## src/hdl/convex_polygon_intersection_test_macros.svh

```systemverilog
// assertion macros of the convex polygon intersection test rtl, used by the controller
`ifndef CONVEX_POLYGON_INTERSECTION_TEST_MACROS_SVH
`define CONVEX_POLYGON_INTERSECTION_TEST_MACROS_SVH

`ifndef NO_ASSERTIONS
`define CPIT_ASSERT(lbl, prop, msg) \
	lbl: assert property (@(posedge clk) disable iff (!arst_n) (prop)) else $error(msg);
`define CPIT_ASSERT_NEXT(lbl, pre, post, msg) \
	lbl: assert property (@(posedge clk) disable iff (!arst_n) (pre) |=> (post)) else $error(msg);
`else
`define CPIT_ASSERT(lbl, prop, msg)
`define CPIT_ASSERT_NEXT(lbl, pre, post, msg)
`endif

`endif

```

## src/hdl/cpit_pkg.sv

```systemverilog
// shared types and constants of the convex polygon intersection test
package cpit_pkg;

	localparam int MAX_VERTICES_DEF = 1024;
	localparam int COORD_BITS_DEF   = 32;

	localparam int SW = 32;       // stored coordinate width
	localparam int PW = SW + 1;   // polygon coordinate, negation included
	localparam int DW = SW + 2;   // difference point and edge width
	localparam int MW = 2 * DW;   // product width

	typedef logic signed [PW-1:0] pval_t;
	typedef logic signed [DW-1:0] dval_t;
	typedef logic signed [MW-1:0] prod_t;

	typedef enum logic [1:0] {
		OP_PAIR,
		OP_CLOSE,
		OP_ANG
	} mul_op_t;

	typedef enum logic [4:0] {
		ST_LOAD,
		ST_START,
		ST_SCAN1,
		ST_SCAN2,
		ST_FETCH0,
		ST_FETCH1,
		ST_FETCH2,
		ST_PAIR1,
		ST_PAIR2,
		ST_PAIR3,
		ST_ANG1,
		ST_ANG2,
		ST_ANG3,
		ST_ADV,
		ST_ADVW,
		ST_CLOSE1,
		ST_CLOSE2,
		ST_CLOSE3,
		ST_OUT
	} state_t;

	typedef struct packed {
		logic    scan_en;
		logic    scan_first;
		logic    scan_neg;
		logic    ld_cur;
		logic    ld_nxt_p;
		logic    ld_nxt_q;
		logic    shift_p;
		logic    shift_q;
		logic    mul1;
		logic    mul2;
		mul_op_t op;
		logic    pair_upd;
		logic    store_first;
		logic    store_prev;
		logic    clr_flags;
	} dp_cmd_t;

	typedef struct packed {
		logic better;
		logic a_first;
		logic b_first;
		logic hit;
	} dp_sts_t;

endpackage

```

## src/hdl/cpit_ctrl.sv

```systemverilog
// controller: vertex loading, start search, merge walk sequencing and result register
`include "convex_polygon_intersection_test_macros.svh"

module cpit_ctrl #(
	parameter int MAX_VERTICES = cpit_pkg::MAX_VERTICES_DEF
) (
	input  logic                            clk,
	input  logic                            arst_n,
	input  logic                            s_tvalid,
	output logic                            s_tready,
	input  logic                            s_sel,
	input  logic                            s_last,
	output logic                            m_tvalid,
	input  logic                            m_tready,
	output logic                            m_intersects,
	output logic                            m_overflow,
	output logic                            we1,
	output logic                            we2,
	output logic [$clog2(MAX_VERTICES)-1:0] waddr,
	output logic [$clog2(MAX_VERTICES)-1:0] raddr1,
	output logic [$clog2(MAX_VERTICES)-1:0] raddr2,
	output cpit_pkg::dp_cmd_t               cmd,
	input  cpit_pkg::dp_sts_t               sts
);

	localparam int AW = $clog2(MAX_VERTICES);
	localparam int CW = $clog2(MAX_VERTICES + 1);
	localparam logic [CW-1:0] CAP = CW'(MAX_VERTICES);

	function automatic logic [AW-1:0] dec_wrap(input logic [AW-1:0] p, input logic [CW-1:0] n);
		return (p == '0) ? AW'(n - 1'b1) : p - 1'b1;
	endfunction

	cpit_pkg::state_t st_q, st_d;
	logic [CW-1:0] n1_q, n2_q, scan_q, i_q, j_q;
	logic [AW-1:0] best1_q, best2_q, pptr_q, qptr_q;
	logic ovf_q, have_prev_q, advp_q, advq_q, empty_q;
	logic m_tvalid_q, res_q, res_ovf_q;
	logic s_acc, out_load, done_i, done_j, scan_end;

	assign s_tready = (st_q == cpit_pkg::ST_LOAD);
	assign s_acc = s_tvalid && s_tready;
	assign out_load = (st_q == cpit_pkg::ST_OUT) && (!m_tvalid_q || m_tready);
	assign done_i = i_q >= n1_q;
	assign done_j = j_q >= n2_q;
	assign scan_end = (st_q == cpit_pkg::ST_SCAN1) ? (scan_q == n1_q - 1'b1)
		: (scan_q == n2_q - 1'b1);

	assign we1 = s_acc && !s_sel && (n1_q < CAP);
	assign we2 = s_acc && s_sel && (n2_q < CAP);
	assign waddr = s_sel ? n2_q[AW-1:0] : n1_q[AW-1:0];

	assign m_tvalid = m_tvalid_q;
	assign m_intersects = res_q;
	assign m_overflow = res_ovf_q;

	always_ff @(posedge clk or negedge arst_n) begin
		if (!arst_n) begin
			st_q <= cpit_pkg::ST_LOAD;
		end else begin
			st_q <= st_d;
		end
	end

	always_comb begin
		st_d = st_q;
		cmd = '0;
		cmd.op = cpit_pkg::OP_PAIR;
		raddr1 = '0;
		raddr2 = '0;
		case (st_q)
			cpit_pkg::ST_LOAD: begin
				if (s_acc && s_sel && s_last) st_d = cpit_pkg::ST_START;
			end
			cpit_pkg::ST_START: begin
				cmd.clr_flags = 1'b1;
				st_d = (n1_q == '0 || n2_q == '0) ? cpit_pkg::ST_OUT : cpit_pkg::ST_SCAN1;
			end
			cpit_pkg::ST_SCAN1: begin
				cmd.scan_en = 1'b1;
				cmd.scan_first = (scan_q == '0);
				raddr1 = AW'(scan_q + 1'b1);
				if (scan_end) st_d = cpit_pkg::ST_SCAN2;
			end
			cpit_pkg::ST_SCAN2: begin
				cmd.scan_en = 1'b1;
				cmd.scan_first = (scan_q == '0);
				cmd.scan_neg = 1'b1;
				raddr2 = AW'(scan_q + 1'b1);
				if (scan_end) st_d = cpit_pkg::ST_FETCH0;
			end
			cpit_pkg::ST_FETCH0: begin
				raddr1 = best1_q;
				raddr2 = best2_q;
				st_d = cpit_pkg::ST_FETCH1;
			end
			cpit_pkg::ST_FETCH1: begin
				cmd.ld_cur = 1'b1;
				raddr1 = pptr_q;
				raddr2 = qptr_q;
				st_d = cpit_pkg::ST_FETCH2;
			end
			cpit_pkg::ST_FETCH2: begin
				cmd.ld_nxt_p = 1'b1;
				cmd.ld_nxt_q = 1'b1;
				st_d = cpit_pkg::ST_PAIR1;
			end
			cpit_pkg::ST_PAIR1: begin
				if (!have_prev_q) begin
					cmd.store_first = 1'b1;
					st_d = (done_i || done_j) ? cpit_pkg::ST_ADV : cpit_pkg::ST_ANG1;
				end else begin
					cmd.mul1 = 1'b1;
					st_d = cpit_pkg::ST_PAIR2;
				end
			end
			cpit_pkg::ST_PAIR2: begin
				cmd.mul2 = 1'b1;
				st_d = cpit_pkg::ST_PAIR3;
			end
			cpit_pkg::ST_PAIR3: begin
				cmd.pair_upd = 1'b1;
				st_d = (done_i || done_j) ? cpit_pkg::ST_ADV : cpit_pkg::ST_ANG1;
			end
			cpit_pkg::ST_ANG1: begin
				cmd.op = cpit_pkg::OP_ANG;
				cmd.mul1 = 1'b1;
				st_d = cpit_pkg::ST_ANG2;
			end
			cpit_pkg::ST_ANG2: begin
				cmd.op = cpit_pkg::OP_ANG;
				cmd.mul2 = 1'b1;
				st_d = cpit_pkg::ST_ANG3;
			end
			cpit_pkg::ST_ANG3: begin
				cmd.op = cpit_pkg::OP_ANG;
				st_d = cpit_pkg::ST_ADV;
			end
			cpit_pkg::ST_ADV: begin
				cmd.store_prev = 1'b1;
				cmd.shift_p = advp_q;
				cmd.shift_q = advq_q;
				raddr1 = pptr_q;
				raddr2 = qptr_q;
				st_d = cpit_pkg::ST_ADVW;
			end
			cpit_pkg::ST_ADVW: begin
				cmd.ld_nxt_p = advp_q;
				cmd.ld_nxt_q = advq_q;
				st_d = (done_i && done_j) ? cpit_pkg::ST_CLOSE1 : cpit_pkg::ST_PAIR1;
			end
			cpit_pkg::ST_CLOSE1: begin
				cmd.op = cpit_pkg::OP_CLOSE;
				cmd.mul1 = 1'b1;
				st_d = cpit_pkg::ST_CLOSE2;
			end
			cpit_pkg::ST_CLOSE2: begin
				cmd.op = cpit_pkg::OP_CLOSE;
				cmd.mul2 = 1'b1;
				st_d = cpit_pkg::ST_CLOSE3;
			end
			cpit_pkg::ST_CLOSE3: begin
				cmd.op = cpit_pkg::OP_CLOSE;
				cmd.pair_upd = 1'b1;
				st_d = cpit_pkg::ST_OUT;
			end
			cpit_pkg::ST_OUT: begin
				if (out_load) st_d = cpit_pkg::ST_LOAD;
			end
			default: st_d = cpit_pkg::ST_LOAD;
		endcase
	end

	always_ff @(posedge clk or negedge arst_n) begin
		if (!arst_n) begin
			n1_q <= '0;
			n2_q <= '0;
			ovf_q <= 1'b0;
			i_q <= '0;
			j_q <= '0;
			m_tvalid_q <= 1'b0;
		end else begin
			if (out_load) m_tvalid_q <= 1'b1;
			else if (m_tready) m_tvalid_q <= 1'b0;
			case (st_q)
				cpit_pkg::ST_LOAD: begin
					if (s_acc) begin
						if (s_sel) begin
							if (n2_q < CAP) n2_q <= n2_q + 1'b1;
							else ovf_q <= 1'b1;
						end else begin
							if (n1_q < CAP) n1_q <= n1_q + 1'b1;
							else ovf_q <= 1'b1;
						end
					end
				end
				cpit_pkg::ST_FETCH2: begin
					i_q <= '0;
					j_q <= '0;
				end
				cpit_pkg::ST_ADV: begin
					if (advp_q) i_q <= i_q + 1'b1;
					if (advq_q) j_q <= j_q + 1'b1;
				end
				cpit_pkg::ST_OUT: begin
					if (out_load) begin
						n1_q <= '0;
						n2_q <= '0;
						ovf_q <= 1'b0;
					end
				end
				default: ;
			endcase
		end
	end

	// walk registers, no reset needed
	always_ff @(posedge clk) begin
		case (st_q)
			cpit_pkg::ST_START: begin
				scan_q <= '0;
				empty_q <= (n1_q == '0 || n2_q == '0);
			end
			cpit_pkg::ST_SCAN1: begin
				if (scan_q == '0 || sts.better) best1_q <= scan_q[AW-1:0];
				scan_q <= scan_end ? '0 : scan_q + 1'b1;
			end
			cpit_pkg::ST_SCAN2: begin
				if (scan_q == '0 || sts.better) best2_q <= scan_q[AW-1:0];
				scan_q <= scan_q + 1'b1;
			end
			cpit_pkg::ST_FETCH0: begin
				pptr_q <= dec_wrap(best1_q, n1_q);
				qptr_q <= dec_wrap(best2_q, n2_q);
			end
			cpit_pkg::ST_FETCH1: begin
				pptr_q <= dec_wrap(pptr_q, n1_q);
				qptr_q <= dec_wrap(qptr_q, n2_q);
			end
			cpit_pkg::ST_FETCH2: begin
				have_prev_q <= 1'b0;
			end
			cpit_pkg::ST_PAIR1, cpit_pkg::ST_PAIR3: begin
				if (st_q == cpit_pkg::ST_PAIR1) have_prev_q <= 1'b1;
				if ((st_q == cpit_pkg::ST_PAIR3) || !have_prev_q) begin
					// one walk already done: only the other side moves
					advp_q <= !done_i;
					advq_q <= done_i;
				end
			end
			cpit_pkg::ST_ANG3: begin
				advp_q <= sts.a_first || !sts.b_first;
				advq_q <= sts.b_first || !sts.a_first;
			end
			cpit_pkg::ST_ADV: begin
				if (advp_q) pptr_q <= dec_wrap(pptr_q, n1_q);
				if (advq_q) qptr_q <= dec_wrap(qptr_q, n2_q);
			end
			cpit_pkg::ST_OUT: begin
				if (out_load) begin
					res_q <= !empty_q && sts.hit;
					res_ovf_q <= ovf_q;
				end
			end
			default: ;
		endcase
	end

	`CPIT_ASSERT(a_cap, (n1_q <= CAP) && (n2_q <= CAP), "vertex count beyond capacity")
	`CPIT_ASSERT(a_walk, (st_q == cpit_pkg::ST_ANG1) |-> (!done_i && !done_j), "angle at walk end")
	`CPIT_ASSERT(a_step, (st_q == cpit_pkg::ST_ADVW) |-> (advp_q || advq_q), "merge step without progress")
	`CPIT_ASSERT_NEXT(a_clear, out_load, (n1_q == '0) && (n2_q == '0) && !ovf_q, "counts kept after result")

endmodule

```

## config.mk

```make
export PLATFORM = sky130hd
export DESIGN_NAME = cpit_ctrl
export DESIGN_NICKNAME = d
export VERILOG_FILES = /design/src/hdl/cpit_pkg.sv /design/src/hdl/cpit_ctrl.sv
export VERILOG_INCLUDE_DIRS = /design/src /design/src/hdl
export SDC_FILE = /design/constraint.sdc
export NUM_CORES = 1
export LEC_CHECK = 0
export BUFFER_PORTS_ARGS = -buffer_cell sky130_fd_sc_hd__buf_2
export CAP_MARGIN = 20
export CORE_MARGIN = 10
export CORE_UTILIZATION = 40
export DETAILED_ROUTE_END_ITERATION = 10
export PLACE_DENSITY = 0.65
export SLEW_MARGIN = 20
export SYNTH_ARGS = -nofsm -noshare
export SYNTH_HDL_FRONTEND = slang
export SYNTH_SLANG_ARGS = --single-unit
```

## constraint.sdc

```tcl
create_clock -name clk -period 3.6 [get_ports clk]
set_input_delay 0.72 -clock clk [delete_from_list [all_inputs] [get_ports clk]]
set_output_delay 0.72 -clock clk [all_outputs]
set_load 0.05 [all_outputs]
```

==> results, run 1 <==
- The run finished with clean final reports.
- The net count reported at finish is 1002.
- Routability-driven placement finished with a final weighted congestion of 0.941.
- The number of top-level design ports is 62.
- The clock transition at the registers of the reported paths is 80 ps.
- The site row count is 50.
- The count of flip-flops with a built-in enable after synthesis is 57.
- The met1 routed wirelength after detailed routing is 10.7 mm.
- The number of H-tree branching levels is 3.
- The vias per cell is 5.70.
- The number of global-route vias before repair is 6529.
- The post-layout minimum cycle time is 3360 ps.
- Setup repair after global routing left no endpoint under its margin.
- The total global routing track utilization is 17.5%.
- From synthesis to final layout, the design area changed by 12.7%.
- In the post-synthesis netlist, the biggest area contributors are sky130_fd_sc_hd__edfxtp_1 22%, sky130_fd_sc_hd__dfrtp_1 17%, sky130_fd_sc_hd__ha_1 5.5%.
- The most frequently used cell type in the post-synthesis netlist is sky130_fd_sc_hd__nor2_1.
- The peak fanout along the critical path is 11.
- The number of remaining DRC errors is 0.
- Wire segments on met2 add up to 10.2 mm in the final route.
- Clock latency on the worst-skew pair, taken at its later pin, is 370 ps.
- The most used flip-flop cell after synthesis is sky130_fd_sc_hd__edfxtp_1.
- The endpoint class of the critical path is a flip-flop.
- Summing the sequential cell areas from Yosys gives 38.8% of the chip area.
- After synthesis the netlist holds a flip-flop and latch count of 108.
- The vertical die dimension is 159 µm.
- The delay of the slowest cell on the worst path is 450 ps.
- The final layout contains routed wiring with a total length of 22.4 mm.
- The critical path arrival is 3460 ps.
- STA classifies the critical path startpoint as a flip-flop.
- TritonCTS built the clock tree.
- The detail-routed net length per standard cell is 18.3 µm.
- The top cell type's share of synthesized area is 22.2%.
- Among cell families on the critical path, the largest total delay comes from simple AND/OR/NAND/NOR gates.
- The synthesized design spends more area on one cell type than any other, namely sky130_fd_sc_hd__edfxtp_1.
- The number of placed instances with taps included is 1206.
- Cells with a size suffix above 1 make up 13.0% of the layout.
- The number of search-and-repair iterations in the first detailed-routing pass is 5.
- For the pin with the worst max-slew slack, the measured transition is 886 ps.
- The count of buffers added on input and output ports is 61.
- Synthesis produced a netlist with a net count of 945.
- The max-slew violation total from the final report is 0.
- Traced cell by cell, the critical path runs through inv_1 -> ha_1 -> or3b_1 -> xnor2_1 -> or3_1 -> a31oi_1 -> or4b_1 -> nand4bb_1 -> a21oi_4 -> buf_12 -> nor2_1.
- The sum of overflow across all layers after global routing is 0.
- The reported leakage power is 0.00363 µW.
- The synthesized netlist occupies a cell area of 7710 µm².
- Leaving out filler cells and counting taps, the final layout contains 1223.
- The core region is 18800 µm².
- The count of yosys warnings during synthesis is 0.
- Ranked by instance count, the synthesized netlist is headed by 91 x sky130_fd_sc_hd__nor2_1, 90 x sky130_fd_sc_hd__nand2_1, 84 x sky130_fd_sc_hd__o21ai_0.
- In this run the deepest clock path goes through 2 buffers.
- Counting both buffers and inverters, the worst setup path holds a total of 2.
- The final cycle utilization of the critical path is 93.2%.
- Setup total negative slack on the finished layout was measured at 0 ps.
- For the worst setup path, the data required time is 3710 ps.
- The initial antenna violation count was 0.
- The number of different library cells used by synthesis comes to 70.
- Dividing total power by cell area gives a power density of 276 nW/µm².
- The normalized max-slew margin is 40.7%.
- The highest metal layer carrying signal wires in the routed design is met4.
- The number of buffers created by CTS is 9.
- The half-perimeter wire length after placement is 17.1 mm.
- The cell sitting at the root of the clock tree is a sky130_fd_sc_hd__clkbuf_16.
- After synthesis, the share of flip-flops with an asynchronous set or reset is 47.2%.
- The count of nets left with antenna violations once routing finished came out at 0.
- For this block, the initial DRC count from the detailed router was 659.
- For the final database, setup skew stands at 6.29 ps.
- The die is 159 µm wide.
- Entering global routing, the biggest net connects 40 pins.
- The number of endpoints failing setup at the final stage is 0.
- The worst slack on hold paths is 450 ps.
- The synthesized area per cell is 8.55 µm².
- Summed over all nets, wire length on met3 after detailed routing comes to 1.41 mm.
- Across the run, the number of max-cap violations was 0.
- The largest voltage drop on the vdd net is 0.246 mV.
- The die covers 25200 µm².
- Across all layers, the routed design uses 6970 vias.
- 0 antenna diodes ended up in the layout.
- The hold violation count in the final report is 0.
- The path type of the worst setup path is flip-flop to flip-flop.
- The gate count after technology mapping is 901.
- For this configuration, the core starts out at a cell density of 40.9%.
- The first global-routing pass estimated 36.4 mm of wire.
- The number of fill cells in the layout is 1879.
- The count of clock tree sinks is 108.
- The class of the tightest hold or removal check is input pin to async pin.
- The peak clock frequency supported by timing is 0.298 GHz.
- The utilization after layout is 46.1%.
- The slowest stage cell on the critical path is sky130_fd_sc_hd__or4b_1.
power by group:
| group | switching (µW) | internal [µW] | leakage [µW] | total (µW) |
|---|---|---|---|---|
| logic | 49.7 | 17.1 | 0.00227 | 66.8 |
| clock network | 503 | 524 | 0.000150 | 1030 |
| registers | 5.89 | 1300 | 0.00120 | 1300 |
layout by cell type, fill, tap and decap left out, types with 4 or more instances in the layout:
cell type / n
sky130_fd_sc_hd__dfrtp_1: 51
sky130_fd_sc_hd__or4b_1: 4
sky130_fd_sc_hd__nand4_1: 20
sky130_fd_sc_hd__mux2i_1: 8
sky130_fd_sc_hd__clkbuf_16: 10
sky130_fd_sc_hd__buf_4: 28
sky130_fd_sc_hd__nand2b_1: 11
sky130_fd_sc_hd__a22oi_1: 21
sky130_fd_sc_hd__or3_1: 11
sky130_fd_sc_hd__o21ai_0: 84
sky130_fd_sc_hd__edfxtp_1: 57
sky130_fd_sc_hd__or4_1: 7
sky130_fd_sc_hd__nor2b_1: 16
sky130_fd_sc_hd__a21o_1: 7
sky130_fd_sc_hd__nor4_1: 10
sky130_fd_sc_hd__nor3_1: 35
sky130_fd_sc_hd__and2_1: 6
sky130_fd_sc_hd__a31oi_1: 9
sky130_fd_sc_hd__nand2_1: 90
sky130_fd_sc_hd__and3_1: 12
sky130_fd_sc_hd__o211ai_1: 6
sky130_fd_sc_hd__xnor2_1: 32
sky130_fd_sc_hd__nand3_1: 31
sky130_fd_sc_hd__nor2_1: 91
sky130_fd_sc_hd__ha_1: 34
sky130_fd_sc_hd__o31ai_1: 6
sky130_fd_sc_hd__inv_6: 4
sky130_fd_sc_hd__xor2_1: 34
sky130_fd_sc_hd__a211oi_1: 5
sky130_fd_sc_hd__or2_2: 5
sky130_fd_sc_hd__buf_2: 61
sky130_fd_sc_hd__inv_1: 46
sky130_fd_sc_hd__a21oi_1: 48
through the flow:
step | instance area, µm² | power (µW) | setup slack [ps]
CTS | 8660 | 2420 | 114
floorplan | 7710 | 1370 | 231
global placement | 8360 | 1400 | 247
finish | 8690 | 2400 | 245
detailed placement | 8360 | 1400 | 108
global route | 8690 | 2470 | 43.7
routing by layer:
layer,vias up,global-route usage [%]
li1,3395,-
met1,3343,25.1
met2,221,26.6
met3,11,3.82
met4,0,2.64
met5,-,0
cells by family (layout without fill, tap and decap cells):
kind of cell	count (synthesis)	count (layout)	synth area share, %
and+or+nand+nor	372	372	24.3
AOI/OAI and AO/OA	223	223	18.1
DFF	108	108	38.8
buffers and inverters	90	152	4.76
xor gates and xnor gates	66	66	7.50
adders and majority gates	34	34	5.52
muxes	8	8	1.04
layout make-up:
type	instances	area (µm²)	share of cell area, %
Inverter	46	173	1.99
Tap cell	260	325	3.74
Multi-Input combinational cell	703	4370	50.3
Sequential cell	108	2990	34.4
Clock inverter	6	50.0	0.576
Clock buffer	10	250	2.88
Timing Repair Buffer	90	536	6.16
state kept, by name (all words and copies together), names as in the netlist, 5 cells and up:
register and count:
i_q 11, j_q 11, n1_q 11, n2_q 11, scan_q 11, best1_q 10, best2_q 10, pptr_q 10
qptr_q 10, st_q 5
path summary, 6_finish.rpt:
kind,start,to,slack [ps],cells after the start
min,arst_n,m_tvalid,450,1
min reg2reg,ovf_q,m_overflow,470,0
max in group asynchronous,arst_n,n1_q[10],2380,2
max,n1_q[1],scan_q[0],240,11
max reg2reg,n1_q[1],scan_q[0],240,11
min in group clk,ovf_q,m_overflow,470,0
what timing repair did:
| item | in CTS | in global routing |
|---|---|---|
| endpoints found under the setup margin | 0 | 11 |
| resized for setup | 0 | 1 |
| hold buffers | 0 | 0 |
| buffers inserted | 0 | 1 |
Power figures use the tool's default switching activity.
==> run 2, diff against run 1 <==
--- a/config.mk
+++ b/config.mk
@@ -11,7 +11,9 @@
 export CORE_MARGIN = 10
 export CORE_UTILIZATION = 40
 export DETAILED_ROUTE_END_ITERATION = 10
+export GPL_ROUTABILITY_DRIVEN = 0
 export PLACE_DENSITY = 0.65
+export SETUP_SLACK_MARGIN = 0.4
 export SLEW_MARGIN = 20
 export SYNTH_ARGS = -nofsm -noshare
 export SYNTH_HDL_FRONTEND = slang
==> run 2 against run 1 <==
Net effect:
- register-to-register slack improved by 220 ps
- sequential cell count stayed put
- clock power about the same
- cell area rose by 3.0%
- highest routed layer unchanged
- largest power group unchanged
==> results, run 2 (synthesis results as in run 1) <==
- The flow ran to the end, and the final reports show no timing, DRC or antenna violations.
- The worst hold path belongs to the class input pin to async pin.
- The vias per cell is 5.76.
- The worst slack on hold paths is 324 ps.
- Buffers placed on the I/O ports in this run total 61.
- For the worst-skew pair, the clock arrives at the later sink with an insertion delay of 360 ps.
- The die span in x is 159 µm.
- The maximum buffer depth of the clock tree is 2.
- The critical path arrival is 3390 ps.
- For this run, the top clock speed supported by timing is 0.319 GHz.
- The count of clock tree sinks is 108.
- The number of remaining DRC errors is 0.
- The top cell types in the final layout, fill and taps aside, are 89 x sky130_fd_sc_hd__nand2_1, 88 x sky130_fd_sc_hd__nor2_1, 84 x sky130_fd_sc_hd__o21ai_0.
- The number of H-tree branching levels is 3.
- The routed design uses 10.4 mm of met2 wire.
- From synthesis to final layout, the design area changed by 16.1%.
- The share of final-layout standard cells stronger than drive strength 1 is 16.6%.
- The routed layout has 7072 vias.
- The max-slew violation total from the final report is 0.
- The finished layout holds 1227 standard cells, fillers aside.
- The global-route wire length before repair is 36.4 mm.
- The number of violations reported at the end of detailed-routing iteration 0 is 578.
- Clock tree synthesis selected as its root buffer the cell sky130_fd_sc_hd__clkbuf_16.
- STA classifies the critical path endpoint as a flip-flop.
- The design draws 2400 µW.
- The most common cell after layout, fill and taps aside is sky130_fd_sc_hd__nand2_1.
- The path type of the worst setup path is flip-flop to flip-flop.
- Routed signal wires occupy layers up through met4.
- Max-cap violations in this run came to 0.
- The half-perimeter wire length after placement is 17.1 mm.
- The floorplan step defined a core boundary enclosing 18800 µm².
- The site row count is 50.
- From bottom edge to top edge, the die measures 159 µm.
- The worst-margin pin slew is 931 ps.
- The largest voltage drop on the vdd net is 0.259 mV.
- The clock transition at the registers of the reported paths is 70 ps.
- The reported leakage power is 0.00372 µW.
- The worst pin sits at a relative slew slack of 37.7%.
- Pin placement for this block handled 62 I/O pins.
- The sum of overflow across all layers after global routing is 0.
- The number of antenna cells inserted is 0.
- The number of global-route vias before repair is 6677.
- The final cycle utilization of the critical path is 87.0%.
- In the final timing run, aggregate negative setup slack is 0 ps.
- Setup repair after global routing could not meet its margin everywhere.
- The number of buffers inserted by hold repair at cts is 0.
- The initial antenna violation count is 0.
- In the final routing, the length of wire on met1 measures 10.7 mm.
- The number of placed instances with taps included is 1207.
- The met3 wire length is 1.52 mm.
- The peak fanout along the critical path is 4.
- The pre-antenna-repair detailed-routing pass consisted of 6 iterations.
- The detail-routed net length per standard cell is 18.7 µm.
- The filler cells instantiated in the layout total 1823.
- The number of buffers created by CTS is 9.
- The post-layout minimum cycle time is 3130 ps.
- Setup violations remaining at the end of the flow were counted as 0.
- The hold violation count in the final report is 0.
- The utilization after layout is 47.5%.
- The die area is 25200 µm².
- The final antenna-violating net count is 0.
- The routed wire length is 23.0 mm.
- The total global routing track utilization is 17.5%.
- The pin count of the biggest net entering global routing is 40.
- Across the routed clock network, the largest skew measured is 6.28 ps.
- The clock tree from TritonCTS is yes.
- The data required time at the worst endpoint is 3850 ps.
- Once the floorplan was initialized, standard cells occupied 40.9% of the core.
- The power density relative to cell area is 268 nW/µm².
- The worst setup path is launched from a flip-flop.
- The final layout contains 1006 nets.
[run 2: area by class of cell]
| cell class | instances | area [µm²] | share of cell area (%) |
|---|---|---|---|
| sequential | 108 | 2990 | 33.4 |
| clock buffer | 11 | 264 | 2.95 |
| multi-input combinational | 703 | 4570 | 51.1 |
| tap | 260 | 325 | 3.64 |
| clock inverter | 5 | 41.3 | 0.461 |
| timing repair buffer | 94 | 582 | 6.50 |
| inverter | 46 | 175 | 1.96 |
[run 2: path summary, 6_finish.rpt]
check	start	to	slack [ps]	cells after the start
setup / recovery	n1_q[1]	st_q[1]	470	10
hold / removal	arst_n	j_q[8]	320	1
setup reg to reg	n1_q[1]	st_q[1]	470	10
hold reg to reg	ovf_q	m_overflow	460	0
max in group asynchronous	arst_n	n2_q[1]	2470	2
min in group clk	ovf_q	m_overflow	460	0
[run 2: timing repair]
| item | 4_1_cts | 5_1_grt |
|---|---|---|
| buffers inserted | 1 | 3 |
| pin swaps | 1 | 4 |
| resized for setup | 11 | 37 |
| endpoints found under the setup margin | 18 | 35 |
[run 2: metal layers]
layer,track usage [%],up-vias
li1,-,3393
met1,24.4,3392
met2,26.8,264
met3,3.61,23
met4,4.46,0
met5,0,-
[run 2: metrics by stage]
step	instance area, µm²	setup WS, ps
after CTS	8750	403
after global routing	8950	290
after floorplan	7720	439
after global placement	8370	245
final	8950	468
after detailed placement	8370	144
[run 2: worst max-delay path, cell delays in order, from the launching register on]
cell and delay, ps:
sky130_fd_sc_hd__dfrtp_1 420, sky130_fd_sc_hd__inv_2 100, sky130_fd_sc_hd__ha_4 140, sky130_fd_sc_hd__or3b_4 410, sky130_fd_sc_hd__buf_4 160, sky130_fd_sc_hd__o31ai_2 260
sky130_fd_sc_hd__a22oi_1 150, sky130_fd_sc_hd__xor2_1 210, sky130_fd_sc_hd__or4b_1 520, sky130_fd_sc_hd__a2111o_1 430, sky130_fd_sc_hd__a22o_1 240
[run 2: where the power goes]
group          switching [µW]  internal [µW]
Sequential               5.87           1300
Clock                     488            538
Combinational            49.1           17.1
Total                     543           1850
